$ cat config.mk
export PLATFORM = sky130hd
export DESIGN_NAME = laser_pulse_frame_receiver
export DESIGN_NICKNAME = d
export VERILOG_FILES = /design/src/hdl/lpfr_pkg.sv /design/src/hdl/lpfr_ctrl.sv /design/src/hdl/lpfr_dpath.sv /design/src/hdl/laser_pulse_frame_receiver.sv
export SDC_FILE = /design/constraint.sdc
export NUM_CORES = 1
export LEC_CHECK = 0
export ABC_AREA = 1
export BUFFER_PORTS_ARGS = -buffer_cell sky130_fd_sc_hd__buf_4
export CORE_ASPECT_RATIO = 0.6
export CORE_MARGIN = 8
export CORE_UTILIZATION = 45
export CTS_CLUSTER_SIZE = 40
export DETAILED_ROUTE_END_ITERATION = 16
export SYNTH_ARGS = -nofsm -noshare
export SYNTH_HDL_FRONTEND = slang
export SYNTH_SLANG_ARGS = --single-unit
export TNS_END_PERCENT = 50
$ cat constraint.sdc
create_clock -name clk -period 13.4 [get_ports clk]
set_input_delay 0 -clock clk [delete_from_list [all_inputs] [get_ports clk]]
set_output_delay 0 -clock clk [all_outputs]
set_load 0.005 [all_outputs]
$ cat src/hdl/lpfr_pkg.sv
// Shared types and constants of the laser pulse frame receiver.
// Used by lpfr_ctrl, lpfr_dpath and laser_pulse_frame_receiver; depends on nothing.
package lpfr_pkg;

  // Widths fixed by the interface
  localparam int TICK_BITS     = 12;
  localparam int CFG_BITS      = 12;
  localparam int CFG_IDX_BITS  = 3;
  localparam int MEDIAN_BITS   = 12;
  localparam int PHASE_BITS    = 4;
  localparam int OUT_DATA_BITS = 24;

  // Configuration register indexes
  localparam logic [CFG_IDX_BITS-1:0] CFG_PREPARE_WAIT  = 3'd0;
  localparam logic [CFG_IDX_BITS-1:0] CFG_PULSE_MIN     = 3'd1;
  localparam logic [CFG_IDX_BITS-1:0] CFG_PULSE_TIMEOUT = 3'd2;
  localparam logic [CFG_IDX_BITS-1:0] CFG_DATA_HOLD     = 3'd3;
  localparam logic [CFG_IDX_BITS-1:0] CFG_END_WAIT      = 3'd4;

  // Configuration reset values
  localparam logic [CFG_BITS-1:0] RST_PREPARE_WAIT  = 12'd2000;
  localparam logic [CFG_BITS-1:0] RST_PULSE_MIN     = 12'd10;
  localparam logic [CFG_BITS-1:0] RST_PULSE_TIMEOUT = 12'd40;
  localparam logic [CFG_BITS-1:0] RST_DATA_HOLD     = 12'd20;
  localparam logic [CFG_BITS-1:0] RST_END_WAIT      = 12'd2000;

  // Reported phase codes
  localparam logic [PHASE_BITS-1:0] PH_IDLE    = 4'd0;
  localparam logic [PHASE_BITS-1:0] PH_PREPARE = 4'd1;
  localparam logic [PHASE_BITS-1:0] PH_START   = 4'd2;
  localparam logic [PHASE_BITS-1:0] PH_PRE1    = 4'd3;
  localparam logic [PHASE_BITS-1:0] PH_PRE2    = 4'd4;
  localparam logic [PHASE_BITS-1:0] PH_PRE3    = 4'd5;
  localparam logic [PHASE_BITS-1:0] PH_DATA    = 4'd6;
  localparam logic [PHASE_BITS-1:0] PH_CHECK   = 4'd7;
  localparam logic [PHASE_BITS-1:0] PH_END     = 4'd8;

  // Controller states, one-hot
  typedef enum logic [8:0] {
    ST_IDLE    = 9'b000000001,
    ST_PREPARE = 9'b000000010,
    ST_START   = 9'b000000100,
    ST_PRE1    = 9'b000001000,
    ST_PRE2    = 9'b000010000,
    ST_PRE3    = 9'b000100000,
    ST_DATA    = 9'b001000000,
    ST_CHECK   = 9'b010000000,
    ST_END     = 9'b100000000
  } state_t;

  // Commands from controller to datapath
  typedef struct packed {
    logic step;
    logic clear_timer;
    logic insert;
    logic take_median;
    logic upd_level;
    logic upd_data;
  } cmd_t;

  // Status from datapath to controller (timer compares use the ticked timer)
  typedef struct packed {
    logic gt_prepare;
    logic gt_min;
    logic gt_timeout;
    logic gt_hold;
    logic gt_end;
    logic store_full;
    logic median_nz;
    logic level_hi;
    logic data_bit;
  } status_t;

  // Values the datapath will hold after the current request
  typedef struct packed {
    logic                   level_bit;
    logic                   data_bit;
    logic [MEDIAN_BITS-1:0] median;
  } result_t;

endpackage

$ cat src/hdl/lpfr_ctrl.sv
// Phase controller of the laser pulse frame receiver.
// Depends on lpfr_pkg for state, command and status types.
module lpfr_ctrl (
  input  logic                            clk,
  input  logic                            rst_n,
  input  logic                            item_fire,
  input  lpfr_pkg::status_t               status,
  output lpfr_pkg::cmd_t                  cmd,
  output logic [lpfr_pkg::PHASE_BITS-1:0] phase_code,
  output logic                            frame_done
);

  lpfr_pkg::state_t state_r, state_nxt;
  logic             clr;
  logic             done;
  logic             hi;

  // Walk the transitions in their fixed order; a cleared timer reads as zero
  always_comb begin
    hi        = status.level_hi;
    state_nxt = state_r;
    clr       = 1'b0;
    done      = 1'b0;
    if (state_nxt == lpfr_pkg::ST_IDLE) begin
      state_nxt = lpfr_pkg::ST_PREPARE;
      clr       = 1'b1;
    end
    if (state_nxt == lpfr_pkg::ST_PREPARE && status.gt_prepare && !clr && status.store_full) begin
      state_nxt = lpfr_pkg::ST_START;
    end
    if (state_nxt == lpfr_pkg::ST_START && status.median_nz) begin
      state_nxt = lpfr_pkg::ST_PRE1;
      clr       = 1'b1;
    end
    if (state_nxt == lpfr_pkg::ST_PRE1 && hi && status.gt_min && !clr) begin
      state_nxt = lpfr_pkg::ST_PRE2;
      clr       = 1'b1;
    end
    if (state_nxt == lpfr_pkg::ST_PRE2 && !hi) begin
      state_nxt = lpfr_pkg::ST_PRE1;
      clr       = 1'b1;
    end
    if (state_nxt == lpfr_pkg::ST_PRE2 && hi && status.gt_min && !clr) begin
      state_nxt = lpfr_pkg::ST_PRE3;
      clr       = 1'b1;
    end
    if (state_nxt == lpfr_pkg::ST_PRE3 && !hi && status.gt_min && !clr) begin
      state_nxt = lpfr_pkg::ST_DATA;
      clr       = 1'b1;
    end
    if (state_nxt == lpfr_pkg::ST_PRE3 && hi && status.gt_timeout && !clr) begin
      state_nxt = lpfr_pkg::ST_PRE1;
      clr       = 1'b1;
    end
    if (state_nxt == lpfr_pkg::ST_CHECK && (hi != status.data_bit) && status.gt_hold && !clr) begin
      state_nxt = lpfr_pkg::ST_END;
      clr       = 1'b1;
      done      = 1'b1;
    end
    if (state_nxt == lpfr_pkg::ST_CHECK && (hi == status.data_bit)) begin
      state_nxt = lpfr_pkg::ST_PRE1;
      clr       = 1'b1;
    end
    if (state_nxt == lpfr_pkg::ST_END && status.gt_end && !clr) begin
      state_nxt = lpfr_pkg::ST_PREPARE;
    end
    if (state_nxt == lpfr_pkg::ST_DATA && status.gt_hold && !clr) begin
      state_nxt = lpfr_pkg::ST_CHECK;
      clr       = 1'b1;
    end
  end

  // Drive the action of the phase reached
  always_comb begin
    cmd.step        = item_fire;
    cmd.clear_timer = clr;
    cmd.insert      = (state_nxt == lpfr_pkg::ST_PREPARE);
    cmd.take_median = (state_nxt == lpfr_pkg::ST_START);
    cmd.upd_level   = (state_nxt == lpfr_pkg::ST_PRE1) || (state_nxt == lpfr_pkg::ST_PRE2) ||
                      (state_nxt == lpfr_pkg::ST_PRE3) || (state_nxt == lpfr_pkg::ST_DATA) ||
                      (state_nxt == lpfr_pkg::ST_CHECK);
    cmd.upd_data    = (state_nxt == lpfr_pkg::ST_DATA);
    frame_done      = done;
  end

  // Encode the reported phase
  always_comb begin
    unique case (state_nxt)
      lpfr_pkg::ST_IDLE:    phase_code = lpfr_pkg::PH_IDLE;
      lpfr_pkg::ST_PREPARE: phase_code = lpfr_pkg::PH_PREPARE;
      lpfr_pkg::ST_START:   phase_code = lpfr_pkg::PH_START;
      lpfr_pkg::ST_PRE1:    phase_code = lpfr_pkg::PH_PRE1;
      lpfr_pkg::ST_PRE2:    phase_code = lpfr_pkg::PH_PRE2;
      lpfr_pkg::ST_PRE3:    phase_code = lpfr_pkg::PH_PRE3;
      lpfr_pkg::ST_DATA:    phase_code = lpfr_pkg::PH_DATA;
      lpfr_pkg::ST_CHECK:   phase_code = lpfr_pkg::PH_CHECK;
      lpfr_pkg::ST_END:     phase_code = lpfr_pkg::PH_END;
      default:              phase_code = lpfr_pkg::PH_IDLE;
    endcase
  end

  // Advance the phase once per accepted request
  always_ff @(posedge clk) begin
    if (!rst_n) begin
      state_r <= lpfr_pkg::ST_IDLE;
    end else if (item_fire) begin
      state_r <= state_nxt;
    end
  end

endmodule

$ cat src/hdl/lpfr_dpath.sv
// Datapath of the laser pulse frame receiver: config registers, tick timer,
// sorted calibration store, median and light level. Depends on lpfr_pkg.
module lpfr_dpath #(
  parameter int CALIB_SAMPLES = 17,
  parameter int SAMPLE_BITS   = 12
) (
  input  logic                              clk,
  input  logic                              rst_n,
  input  logic                              cfg_we,
  input  logic [lpfr_pkg::CFG_IDX_BITS-1:0] cfg_idx,
  input  logic [lpfr_pkg::CFG_BITS-1:0]     cfg_wdata,
  input  logic [SAMPLE_BITS-1:0]            light_sample,
  input  logic                              ms_tick,
  input  lpfr_pkg::cmd_t                    cmd,
  output lpfr_pkg::status_t                 status,
  output lpfr_pkg::result_t                 result
);

  localparam int CNT_W = $clog2(CALIB_SAMPLES + 1);
  localparam int MID   = CALIB_SAMPLES / 2;
  localparam int CMP_W = ((SAMPLE_BITS > lpfr_pkg::MEDIAN_BITS) ? SAMPLE_BITS
                                                                : lpfr_pkg::MEDIAN_BITS) + 3;

  logic [lpfr_pkg::CFG_BITS-1:0]  prepare_wait_r, pulse_min_r, pulse_timeout_r;
  logic [lpfr_pkg::CFG_BITS-1:0]  data_hold_r, end_wait_r;
  logic [lpfr_pkg::TICK_BITS-1:0] elapsed_r, elapsed_inc;
  logic [SAMPLE_BITS-1:0]         sorted_r [CALIB_SAMPLES];
  logic [CNT_W-1:0]               count_r;
  logic [lpfr_pkg::MEDIAN_BITS-1:0] median_r;
  logic                           level_r, data_r;
  logic [CALIB_SAMPLES-1:0]       lt, eq;
  logic                           dup, full, do_insert;
  logic [CMP_W-1:0]               sample5, median7;
  logic                           level_calc;

  // Hold configuration registers; unknown indexes are dropped
  always_ff @(posedge clk) begin
    if (!rst_n) begin
      prepare_wait_r  <= lpfr_pkg::RST_PREPARE_WAIT;
      pulse_min_r     <= lpfr_pkg::RST_PULSE_MIN;
      pulse_timeout_r <= lpfr_pkg::RST_PULSE_TIMEOUT;
      data_hold_r     <= lpfr_pkg::RST_DATA_HOLD;
      end_wait_r      <= lpfr_pkg::RST_END_WAIT;
    end else if (cfg_we) begin
      unique case (cfg_idx)
        lpfr_pkg::CFG_PREPARE_WAIT:  prepare_wait_r  <= cfg_wdata;
        lpfr_pkg::CFG_PULSE_MIN:     pulse_min_r     <= cfg_wdata;
        lpfr_pkg::CFG_PULSE_TIMEOUT: pulse_timeout_r <= cfg_wdata;
        lpfr_pkg::CFG_DATA_HOLD:     data_hold_r     <= cfg_wdata;
        lpfr_pkg::CFG_END_WAIT:      end_wait_r      <= cfg_wdata;
        default: ;
      endcase
    end
  end

  // Saturating tick count, then compare against the limits
  assign elapsed_inc = (ms_tick && (elapsed_r != '1)) ? elapsed_r + 1'b1 : elapsed_r;

  always_ff @(posedge clk) begin
    if (!rst_n) begin
      elapsed_r <= '0;
    end else if (cmd.step) begin
      elapsed_r <= cmd.clear_timer ? '0 : elapsed_inc;
    end
  end

  // Compare the sample against every filled cell of the sorted chain
  always_comb begin
    for (int i = 0; i < CALIB_SAMPLES; i++) begin
      lt[i] = (CNT_W'(i) < count_r) && (sorted_r[i] < light_sample);
      eq[i] = (CNT_W'(i) < count_r) && (sorted_r[i] == light_sample);
    end
  end

  assign dup       = |eq;
  assign full      = (count_r == CNT_W'(CALIB_SAMPLES));
  assign do_insert = cmd.step && cmd.insert && !full && !dup;

  // Insert by shifting every cell above the slot up by one
  always_ff @(posedge clk) begin
    if (do_insert) begin
      for (int i = 0; i < CALIB_SAMPLES; i++) begin
        if (!lt[i]) begin
          if (i == 0) begin
            sorted_r[i] <= light_sample;
          end else if (lt[i-1]) begin
            sorted_r[i] <= light_sample;
          end else begin
            sorted_r[i] <= sorted_r[i-1];
          end
        end
      end
    end
  end

  always_ff @(posedge clk) begin
    if (!rst_n) begin
      count_r <= '0;
    end else if (do_insert) begin
      count_r <= count_r + 1'b1;
    end
  end

  // Light threshold: sample*5 >= median*7, or full scale
  assign sample5    = CMP_W'(light_sample) * CMP_W'(5);
  assign median7    = CMP_W'(median_r) * CMP_W'(7);
  assign level_calc = (sample5 >= median7) || (light_sample == '1);

  always_comb begin
    result.level_bit = cmd.upd_level ? level_calc : level_r;
    result.data_bit  = cmd.upd_data ? level_calc : data_r;
    result.median    = cmd.take_median ? lpfr_pkg::MEDIAN_BITS'(sorted_r[MID]) : median_r;
  end

  // Advance median and level state per request
  always_ff @(posedge clk) begin
    if (!rst_n) begin
      median_r <= '0;
      level_r  <= 1'b0;
      data_r   <= 1'b0;
    end else if (cmd.step) begin
      median_r <= result.median;
      level_r  <= result.level_bit;
      data_r   <= result.data_bit;
    end
  end

  // Report status to the controller
  always_comb begin
    status.gt_prepare = elapsed_inc > prepare_wait_r;
    status.gt_min     = elapsed_inc > pulse_min_r;
    status.gt_timeout = elapsed_inc > pulse_timeout_r;
    status.gt_hold    = elapsed_inc > data_hold_r;
    status.gt_end     = elapsed_inc > end_wait_r;
    status.store_full = full;
    status.median_nz  = (median_r != '0);
    status.level_hi   = level_r;
    status.data_bit   = data_r;
  end

endmodule

$ cat src/hdl/laser_pulse_frame_receiver.sv
// Laser pulse frame receiver, top level.
// The result of a request is registered as the request is accepted and is offered in the cycle after.
// Throughput: one request per cycle while the held result is not stalled; the sorted compare chain is combinational.
// The output register takes a new request while the held result is being taken.
// Reset (rst_n low, synchronous): idle phase, timer, count, median and levels cleared,
// config back to defaults; the calibration store holds no reset and needs no clear pass.
module laser_pulse_frame_receiver #(
  parameter int CALIB_SAMPLES = 17,
  parameter int SAMPLE_BITS   = 12,
  localparam int IN_W = ((SAMPLE_BITS + 1 + 7) / 8) * 8
) (
  input  logic                                 clk,
  input  logic                                 rst_n,
  // Input stream
  input  logic                                 in_tvalid,
  output logic                                 in_tready,
  input  logic [IN_W-1:0]                      in_tdata,  // light_sample, ms_tick, zero pad
  // Result stream
  output logic                                 out_tvalid,
  input  logic                                 out_tready,
  output logic [lpfr_pkg::OUT_DATA_BITS-1:0]   out_tdata, // phase[3:0], light_high,
                                                          // received_bit, frame_done,
                                                          // ambient_median[11:0], pad
  // Configuration writes
  input  logic                                 cfg_valid,
  output logic                                 cfg_ready,
  input  logic [lpfr_pkg::CFG_IDX_BITS-1:0]    cfg_index,
  input  logic [lpfr_pkg::CFG_BITS-1:0]        cfg_data
);

  localparam int RES_W = lpfr_pkg::PHASE_BITS + 3 + lpfr_pkg::MEDIAN_BITS;

  logic                            in_fire;
  lpfr_pkg::cmd_t                  cmd;
  lpfr_pkg::status_t               status;
  lpfr_pkg::result_t               result;
  logic [lpfr_pkg::PHASE_BITS-1:0] phase_code;
  logic                            frame_done;
  logic                            out_valid_r, out_valid_nxt;
  logic [RES_W-1:0]                out_data_r;

  assign cfg_ready = 1'b1;
  assign in_tready = !out_valid_r || out_tready;
  assign in_fire   = in_tvalid && in_tready;

  lpfr_ctrl u_ctrl (
    .clk        (clk),
    .rst_n      (rst_n),
    .item_fire  (in_fire),
    .status     (status),
    .cmd        (cmd),
    .phase_code (phase_code),
    .frame_done (frame_done)
  );

  lpfr_dpath #(
    .CALIB_SAMPLES (CALIB_SAMPLES),
    .SAMPLE_BITS   (SAMPLE_BITS)
  ) u_dpath (
    .clk          (clk),
    .rst_n        (rst_n),
    .cfg_we       (cfg_valid),
    .cfg_idx      (cfg_index),
    .cfg_wdata    (cfg_data),
    .light_sample (in_tdata[SAMPLE_BITS-1:0]),
    .ms_tick      (in_tdata[SAMPLE_BITS]),
    .cmd          (cmd),
    .status       (status),
    .result       (result)
  );

  // Hold the result until the sink takes it
  assign out_valid_nxt = in_fire ? 1'b1 : (out_tready ? 1'b0 : out_valid_r);

  always_ff @(posedge clk) begin
    if (!rst_n) begin
      out_valid_r <= 1'b0;
    end else begin
      out_valid_r <= out_valid_nxt;
    end
  end

  always_ff @(posedge clk) begin
    if (in_fire) begin
      out_data_r <= {result.median, frame_done, result.data_bit, result.level_bit, phase_code};
    end
  end

  assign out_tvalid = out_valid_r;
  assign out_tdata  = lpfr_pkg::OUT_DATA_BITS'(out_data_r);

endmodule

==> results.ini, run 1 <==
[critical_path]
required_ns=13.66
path_buf_inv=2
crit_path_end_kind=flip-flop
startpoint_type=flip-flop
crit_path_max_fanout=24
criticalPathCategory=flip-flop to flip-flop
r2r_cells=40
cpMaxStageDelayCell=nor3b_2
critPathTopFamily=simple AND/OR/NAND/NOR gates
r2r_start=u_dpath.elapsed_r[0]$_SDFFE_PN0P_
worstReg2RegEnd=u_dpath.sorted_r[13][1]$_DFFE_PP_
cp.arrival_ns=10.36
crit_top_cell=nand2_1
ff2ff_setup_slack_ns=3.31
slowest_delay_ns=1.02

[final_layout]
nets=2879
final_cell_mix=a21oi_1, ha_1, nor2_1
post-route-util_pct=50.4
insertedDiodeCount=0
nFillCells=4396
final_common_cell=a21oi_1
areaGrowthSynthToFinish_pct=10.9
layoutNonFillerInstCount=3174
final_layout_size_suffix_gt1_share_pct=7.85

[synthesis]
synth_edf_count=223
async_flop_share_pct=0
synthCells=2442
syn_area_sq_um=21700
ys_warn_count=0
synth_ff_type=edfxtp_1
synthDominantCellAreaShare_pct=30.9
ys_types=62
synth_largest_area_cell=edfxtp_1
synth_area_leaders=edfxtp_1, ha_1, dfxtp_1
syn_area_per_cell_sq_um=8.89
synth-seq-cells=324
seq_area_frac_synth_pct=40.2

[timing]
period_share_pct=75.3
slew_violations=0
rsz0062_at_grt=no
worst_pin_slew_ns=1.23
tns_ns=0
skew_ns=0.0222
setup_ws_ns=3.31
finalCriticalPeriod_ns=10.09
setup_viol=0
final_hold_viol_count=0
clock.fmax_mhz=99.1
max-slew-margin-rel_pct=16.9

[cts]
cts_resized=0
cts_buffers=35
clk_pin_slew_worst_paths_ns=0.06
clock_sinks=324
postCtsSetupRepairBufs=0
root_buffer=clkbuf_16
cts_buffer_depth=3
hold_buffers=36
cts_tree=done
cts_max_level=2
clk_latency_ns=0.55

[flow_run]
cap_violations=0

[die]
top_level_ports=63
die_x_um=300
core_sq_um=47700
rows=62
initial_core_util_pct=45.5
die_area_sq_um=55700
die_y_um=186

[place]
place_inst=3075
pre_cts_slack_ns=3.61
dp_hpwl_mm=42.9
io_buffers=53
place_congestion=0.881

[routing]
dr.first_iter.drc_count=1454
drc=0
viasPerCell=5.62
totalWireLength_mm=58.9
routedWlPerCell_um=18.6
drtPass1Iterations=7
vias=17800
ant_nets=0

[outcome]
status=complete, no violations

[global_route]
grt_max_degree=71
grt_pass1_wl_mm=93.6
grt.overflow.total=0
antenna_found_initial=0
grt_util_all_layers_pct=20.8
grt_pass1_vias=17000

[power]
vdd_drop_max_mv=0.0789
cellLeakagePower_nw=10.4
power.density_nw_per_um2=103

[min_path]
hold_end=out_tvalid$_SDFFE_PN0P_
min_path_cells=4
hold_class=primary input to flip-flop
hold_start=in_tvalid

==> stage by stage <==
step	total power, W	hold slack, ns	area (sq um)
3_5_place_dp	0.00154	0.248	22600
2_1_floorplan	0.00142	0.0989	21700
5_1_grt	0.00261	0.101	24100
6_report	0.00249	0.0799	24100
4_1_cts	0.00250	0.0497	24100
3_3_place_gp	0.00153	0.246	22600
==> per-layer routing <==
layer / vias up / track usage (%) / part of all wire [%] / routed length (um)
li1: 8738 / - / - / -
met3: 92 / 4.56 / 8.0 / 4700
met4: 0 / 4.65 / 1.7 / 1010
met5: - / 0 / 0 / 0
met1: 8446 / 31.8 / 51 / 29800
met2: 551 / 29.6 / 40 / 23400
==> sequential cells by signal (all words and copies together), names as in the netlist <==
signal                   flops
out_data_r                  19
out_tvalid                   1
u_ctrl.state_r               9
u_dpath.count_r              5
u_dpath.data_hold_r         12
u_dpath.data_r               1
u_dpath.elapsed_r           12
u_dpath.end_wait_r          12
u_dpath.level_r              1
u_dpath.median_r            12
u_dpath.prepare_wait_r      12
u_dpath.pulse_min_r         12
u_dpath.pulse_timeout_r     12
u_dpath.sorted_r           204
==> area by class of cell <==
type                       instances  area (sq um)  share of cell area (%)
multi-input combinational       1777         11600                    48.2
sequential                       324          8720                    36.2
tap                              640           801                    3.33
timing repair buffer             106           886                    3.68
inverter                         264           991                    4.12
clock buffer                      48           955                    3.97
clock inverter                    15           110                   0.458
==> power by group <==
part / internal (W) / leakage, nW / switching [W]
clock network: 0.000522 / 0.525 / 0.000428
registers: 0.00110 / 2.85 / 0.0000186
logic: 0.000151 / 6.98 / 0.000265
==> worst min-delay path, stage by stage <==
cell	delay, ns
buf_4	0.08
nand2_1	0.04
buf_4	0.28
a21oi_1	0.18
==> logic make-up (layout without fill, tap and decap cells) <==
group | Yosys count | after routing | share of synthesized area (%)
AND/OR/NAND/NOR | 773 | 773 | 16.4
AO/OA/AOI/OAI | 632 | 632 | 16.0
buffers and inverters | 345 | 433 | 6.43
adder cells (fa/ha/maj) | 335 | 335 | 19.8
flip-flops | 324 | 324 | 40.2
XOR/XNOR | 30 | 30 | 1.21
other | 2 | 6 | 0.0346
multiplexers | 1 | 1 | 0.0519
==> cells in the mapped netlist (12+ instances only) <==
cell      number
fa_1          13
clkbuf_1      42
xnor2_1       14
a21oi_1      378
edfxtp_1     223
nand4_1       49
ha_1         322
nand2_2       21
nor3_1        24
o211ai_1      25
xor2_1        16
o21a_1        12
inv_1        240
nor2_1       284
o21ai_0      123
dfxtp_1      101
a211oi_1      19
nand2_1      271
buf_2         21
nand3_1       66
inv_2         14
o21ai_1       29
nor4_1        15
==> how the worst max path moves through the flow <==
stage / startpoint / endpoint / slack (ns) / cells after the start
2_1_floorplan: u_dpath.elapsed_r[0]$_SDFFE_PN0P_ / u_dpath.sorted_r[1][0]$_DFFE_PP_ / 6.53 / 40
3_3_place_gp: u_dpath.elapsed_r[0]$_SDFFE_PN0P_ / u_dpath.sorted_r[13][1]$_DFFE_PP_ / 3.85 / 42
3_5_place_dp: u_dpath.elapsed_r[0]$_SDFFE_PN0P_ / u_dpath.sorted_r[13][1]$_DFFE_PP_ / 3.61 / 40
4_1_cts: u_dpath.elapsed_r[0]$_SDFFE_PN0P_ / u_dpath.sorted_r[13][1]$_DFFE_PP_ / 3.59 / 42
5_1_grt: u_dpath.elapsed_r[0]$_SDFFE_PN0P_ / u_dpath.sorted_r[13][1]$_DFFE_PP_ / 2.46 / 42
6_report: u_dpath.elapsed_r[0]$_SDFFE_PN0P_ / u_dpath.sorted_r[13][1]$_DFFE_PP_ / 3.31 / 40
(Power assumes the default switching activity.)
==> run 2: changes to the inputs <==
- ABC_AREA: 1 -> 0
- clock period: 13.4 -> 8.65 ns (I/O delays scaled with it)
==> results.ini, run 2 <==
[cts]
hold_buffers=22
cts_tree=done
root_buffer=clkbuf_16
postCtsSetupRepairBufs=0
clk_latency_ns=0.55
cts_buffer_depth=3
clock_sinks=324
cts_buffers=36
cts_max_level=2
cts_resized=0
clk_pin_slew_worst_paths_ns=0.06

[final_layout]
layoutNonFillerInstCount=2865
nets=2558
areaGrowthSynthToFinish_pct=11.6
top_register=u_dpath.sorted_r
stdcell_area_sq_um=24900
largest_reg_flops=204
final_common_cell=ha_1
final_layout_size_suffix_gt1_share_pct=11.7
seqCellArea_sq_um=8720
largestRegisters=u_dpath.sorted_r: 204 flops, out_data_r: 19 flops
final_cell_mix=ha_1, edfxtp_1, nand2_1
multiInputGateArea_sq_um=12700
post-route-util_pct=50.7
nFillCells=4439

[critical_path]
crit_path_end_kind=flip-flop
cp.arrival_ns=7.72
cp_cell_sequence=ha_1 > nand2_1 > o31a_1 > nand3_1 > nor2_1 > nand2_1 > nor2_1 > xor2_1 > buf_4 > ha_1 > a21oi_1 > o21ai_0 > a2111oi_1 > a211o_1 > a32oi_1 > nor4_1 > o22ai_1 > nor4b_4 > nand3b_4 > nor3_2 > mux2_2
startpoint_type=flip-flop
crit_path_max_fanout=18
slowest_delay_ns=0.93
required_ns=8.92
criticalPathCategory=flip-flop to flip-flop
cpMaxStageDelayCell=nor3_2

[synthesis]
synth_compound_area_share_pct=11.9
synthXorXnorAreaFrac_pct=1.37
synth_mux_area_share_pct=10.6
synth_edf_count=223
ys_types=82
syn_area_sq_um=22300
synth.most_common_cell=ha_1
synth_ff_type=edfxtp_1
synth_largest_area_cell=edfxtp_1
synth_top_family_by_area=adder cells
syn_area_per_cell_sq_um=10.6
synth_commonest_cells=ha_1, edfxtp_1, nand2_1, inv_1, mux2_1
synth-seq-cells=324
ys_warn_count=0
synthCells=2104
seq_area_frac_synth_pct=39.0
synth_area_leaders=edfxtp_1, ha_1, dfxtp_1
synth-simple-area-share_pct=13.8
async_flop_share_pct=0
yosys.area_share.adder_pct=19.2
synthDominantCellAreaShare_pct=30.0

[die]
initial_core_util_pct=45.4
die_x_um=304
core_sq_um=49200
die_y_um=189
top_level_ports=63
die_area_sq_um=57300
rows=63

[timing]
setup_viol=0
max-slew-margin-rel_pct=18.4
tns_ns=0
period_share_pct=86.2
rsz0062_at_grt=no
setup_ws_ns=1.20
slew_violations=0
final_hold_viol_count=0
clock.fmax_mhz=134
finalCriticalPeriod_ns=7.45
worst_pin_slew_ns=1.22
skew_ns=0.0319

[global_route]
grt_util_all_layers_pct=21.3
grt_pass1_vias=15900
grt.overflow.total=0
grt_max_degree=102
grt_pass1_wl_mm=96.1
antenna_found_initial=1

[place]
io_buffers=53
place_congestion=0.870
placed_cell_area_sq_um=23500
place_inst=2777
pre_cts_slack_ns=1.28
dp_hpwl_mm=45.0

[power]
vdd_drop_max_mv=0.140
cellLeakagePower_nw=10.1
power.density_nw_per_um2=165

[flow_run]
cap_violations=0

[routing]
ant_nets=0
vias=16600
totalWireLength_mm=62.3
drc=0
routedWlPerCell_um=21.7
viasPerCell=5.80
dr.first_iter.drc_count=1471
drtPass1Iterations=8

[outcome]
status=complete, no violations

[min_path]
hold_class=primary input to flip-flop

run 2: cell count changes after synthesis, moves of 60 or more:
cell,previous run,this run
a21boi_0,0,60
a21oi_1,378,97
inv_1,240,122
mux2_1,0,118
nand2_1,271,178
nor2_1,284,98
run 2: final cells by class:
cell class | instances | share of cell area (%)
clock buffer | 51 | 4.01
sequential | 324 | 35.0
inverter | 124 | 1.87
multi-input combinational | 1568 | 51.0
clock inverter | 14 | 0.632
antenna | 1 | 0.0100
tap | 650 | 3.26
timing repair buffer | 133 | 4.23
run 2: through the flow:
step | hold slack [ns] | power [W]
2_1_floorplan | 0.0989 | 0.00233
3_3_place_gp | 0.268 | 0.00254
3_5_place_dp | 0.279 | 0.00256
4_1_cts | 0.00972 | 0.00415
5_1_grt | 0.0300 | 0.00431
6_report | 0.0401 | 0.00412
run 2: power breakdown:
| part | switching (W) | internal, W |
|---|---|---|
| clock | 0.000671 | 0.000901 |
| combinational | 0.000411 | 0.000308 |
| sequential | 0.0000612 | 0.00177 |
| total | 0.00114 | 0.00298 |
run 2: path summary, 6_finish.rpt:
kind / slack [ns] / end / depth (start not counted) / from
worst max register to register: 1.20 / u_dpath.sorted_r[11][6]$_DFFE_PP_ / 21 / u_dpath.elapsed_r[0]$_SDFFE_PN0P_
worst max-delay path: 1.20 / u_dpath.sorted_r[11][6]$_DFFE_PP_ / 21 / u_dpath.elapsed_r[0]$_SDFFE_PN0P_
worst min-delay path: 0.04 / u_dpath.pulse_timeout_r[0]$_SDFFE_PN0P_ / 4 / cfg_index[0]
worst min register to register: 0.47 / u_dpath.data_hold_r[7]$_SDFFE_PN0P_ / 2 / u_dpath.data_hold_r[7]$_SDFFE_PN0P_
run 2: per-layer routing:
| metal | vias to the layer above | track usage (%) | wire length, um |
|---|---|---|---|
| met5 | - | 0 | 0 |
| met1 | 8068 | 34.0 | 32900 |
| met3 | 60 | 5.00 | 5030 |
| met4 | 0 | 3.77 | 930 |
| met2 | 519 | 28.6 | 23500 |
| li1 | 7958 | - | - |
run 2: worst max-delay path, delay by kind of cell (launching register included):
kind	cells	cell delay [ns]
adder cells (fa/ha/maj)	2	0.52
XOR/XNOR	1	0.15
AND/OR/NAND/NOR	9	3.21
multiplexers	1	0.42
buffers and inverters	1	0.17
flip-flops	1	0.36
AO/OA/AOI/OAI	7	2.31
run 2: kinds of logic after synthesis:
kind of cell | count (synthesis)
other | 2
DFF | 324
AOI/OAI and AO/OA | 402
muxes | 211
and+or+nand+nor | 578
buffers and inverters | 216
xor gates and xnor gates | 35
adders and majority gates | 336
==> run 3: changes to the inputs <==
- BUFFER_PORTS_ARGS: -buffer_cell sky130_fd_sc_hd__buf_4 -> -buffer_cell sky130_fd_sc_hd__buf_2
==> results.ini, run 3 (synthesis results as in run 2) <==
[timing]
clock.fmax_mhz=133
rsz0062_at_grt=no
worst_pin_slew_ns=1.23
setup_viol=0
final_hold_viol_count=0
max-slew-margin-rel_pct=15.9
setup_ws_ns=1.11
period_share_pct=87.2
finalCriticalPeriod_ns=7.54
skew_ns=0.0288
tns_ns=0
slew_violations=0

[critical_path]
crit_path_end_kind=flip-flop
required_ns=8.93
cp.arrival_ns=7.82
slowest_delay_ns=1.01
critPathTopFamily=simple AND/OR/NAND/NOR gates
crit_path_max_fanout=18
startpoint_type=flip-flop
cpMaxStageDelayCell=nor3_2
cp_cell_sequence=ha_1 > nand2_1 > o31a_1 > nand3_1 > nor2_1 > nand2_1 > nor2_1 > xor2_1 > buf_4 > ha_1 > a21oi_1 > o21ai_0 > a2111oi_1 > a211o_1 > a32oi_1 > nor4_1 > o22ai_1 > nor4b_4 > nand3b_4 > nor3_2 > mux2_2
criticalPathCategory=flip-flop to flip-flop
path_buf_inv=1

[routing]
totalWireLength_mm=63.3
routedWlPerCell_um=22.1
viasPerCell=5.87
ant_nets=0
dr.first_iter.drc_count=1482
drc=0
vias=16800
drtPass1Iterations=5

[global_route]
grt.overflow.total=0
grt_max_degree=102
grt_util_all_layers_pct=21.8
antenna_found_initial=2
grt_pass1_wl_mm=98.4
grt_pass1_vias=16600

[die]
rows=63
die_area_sq_um=57300
top_level_ports=63
die_y_um=189
die_x_um=304
core_sq_um=49200
initial_core_util_pct=45.4

[place]
place_congestion=0.895
io_buffers=53
pre_cts_slack_ns=1.24
dp_hpwl_mm=45.4

[final_layout]
largest_reg_flops=204
final_layout_size_suffix_gt1_share_pct=11.8
nets=2558
final_cell_mix=ha_1, edfxtp_1, nand2_1
areaGrowthSynthToFinish_pct=10.8
final_common_cell=ha_1
top_register=u_dpath.sorted_r
nFillCells=4426
largestRegisters=u_dpath.sorted_r: 204 flops, out_data_r: 19 flops

[power]
cellLeakagePower_nw=10.0
power.density_nw_per_um2=164
vdd_drop_max_mv=0.135
p_total_w=0.00405

[cts]
cts_buffers=36
cts_tree=done
cts_max_level=2
clk_latency_ns=0.54
clock_sinks=324
hold_buffers=19
cts_buffer_depth=3
clk_pin_slew_worst_paths_ns=0.06
postCtsSetupRepairBufs=0
root_buffer=clkbuf_16
cts_resized=0

[outcome]
status=complete, no violations

[flow_run]
cap_violations=0

[min_path]
hold_class=primary input to flip-flop

-- run 3: layout make-up --
type	instances	area, sq um	area share [%]
antenna	2	5.00	0.0202
clock buffer	51	1010	4.07
clock inverter	15	110	0.445
inverter	124	465	1.88
multi-input combinational	1568	12700	51.4
sequential	324	8720	35.2
tap	650	813	3.29
timing repair buffer	133	913	3.69
-- run 3: report_power, final --
part	switching, W	internal, W	total [W]
sequential	0.0000614	0.00177	0.00183
combinational	0.000414	0.000301	0.000715
clock	0.000655	0.000849	0.00150
total	0.00113	0.00292	0.00405
-- run 3: worst register-to-register path, cell delays in order, from the launching register on --
cell and delay, ns:
dfxtp_1 0.36, ha_1 0.27, nand2_1 0.08, o31a_1 0.27, nand3_1 0.12, nor2_1 0.26
nand2_1 0.13, nor2_1 0.13, xor2_1 0.16, buf_4 0.18, ha_1 0.26, a21oi_1 0.18
o21ai_0 0.18, a2111oi_1 0.81, a211o_1 0.35, a32oi_1 0.14, nor4_1 0.57, o22ai_1 0.34
nor4b_4 0.56, nand3b_4 0.51, nor3_2 1.02, mux2_2 0.42
-- run 3: final timing paths --
kind / from / end / slack [ns] / cells past startpoint
setup / recovery: u_dpath.elapsed_r[0]$_SDFFE_PN0P_ / u_dpath.sorted_r[8][1]$_DFFE_PP_ / 1.11 / 21
hold / removal: in_tdata[1] / u_dpath.sorted_r[0][1]$_DFFE_PP_ / 0.05 / 2
setup reg to reg: u_dpath.elapsed_r[0]$_SDFFE_PN0P_ / u_dpath.sorted_r[8][1]$_DFFE_PP_ / 1.11 / 21
hold reg to reg: u_dpath.pulse_timeout_r[11]$_SDFFE_PN0P_ / u_dpath.pulse_timeout_r[11]$_SDFFE_PN0P_ / 0.47 / 2
-- run 3: metal layers --
layer / vias to the layer above / global-route usage [%] / share of wire [%]
li1: 7972 / - / -
met4: 2 / 4.02 / 1.7
met1: 8191 / 34.1 / 51
met2: 588 / 28.9 / 37
met5: - / 0 / 0.021
met3: 72 / 6.32 / 9.7
-- run 3: stage by stage --
| step | cells | hold WS, ns | util, % | cell area (sq um) |
|---|---|---|---|---|
| final | 2867 | 0.0465 | 50.3 | 24800 |
| after global routing | 2865 | 0.0256 | 50.3 | 24700 |
| after global placement | 2780 | 0.262 | 47.6 | 23400 |
| after CTS | 2865 | 0.000956 | 50.3 | 24700 |
| after floorplan | 2108 | 0.0989 | - | 22400 |
| after detailed placement | 2780 | 0.268 | 47.6 | 23400 |
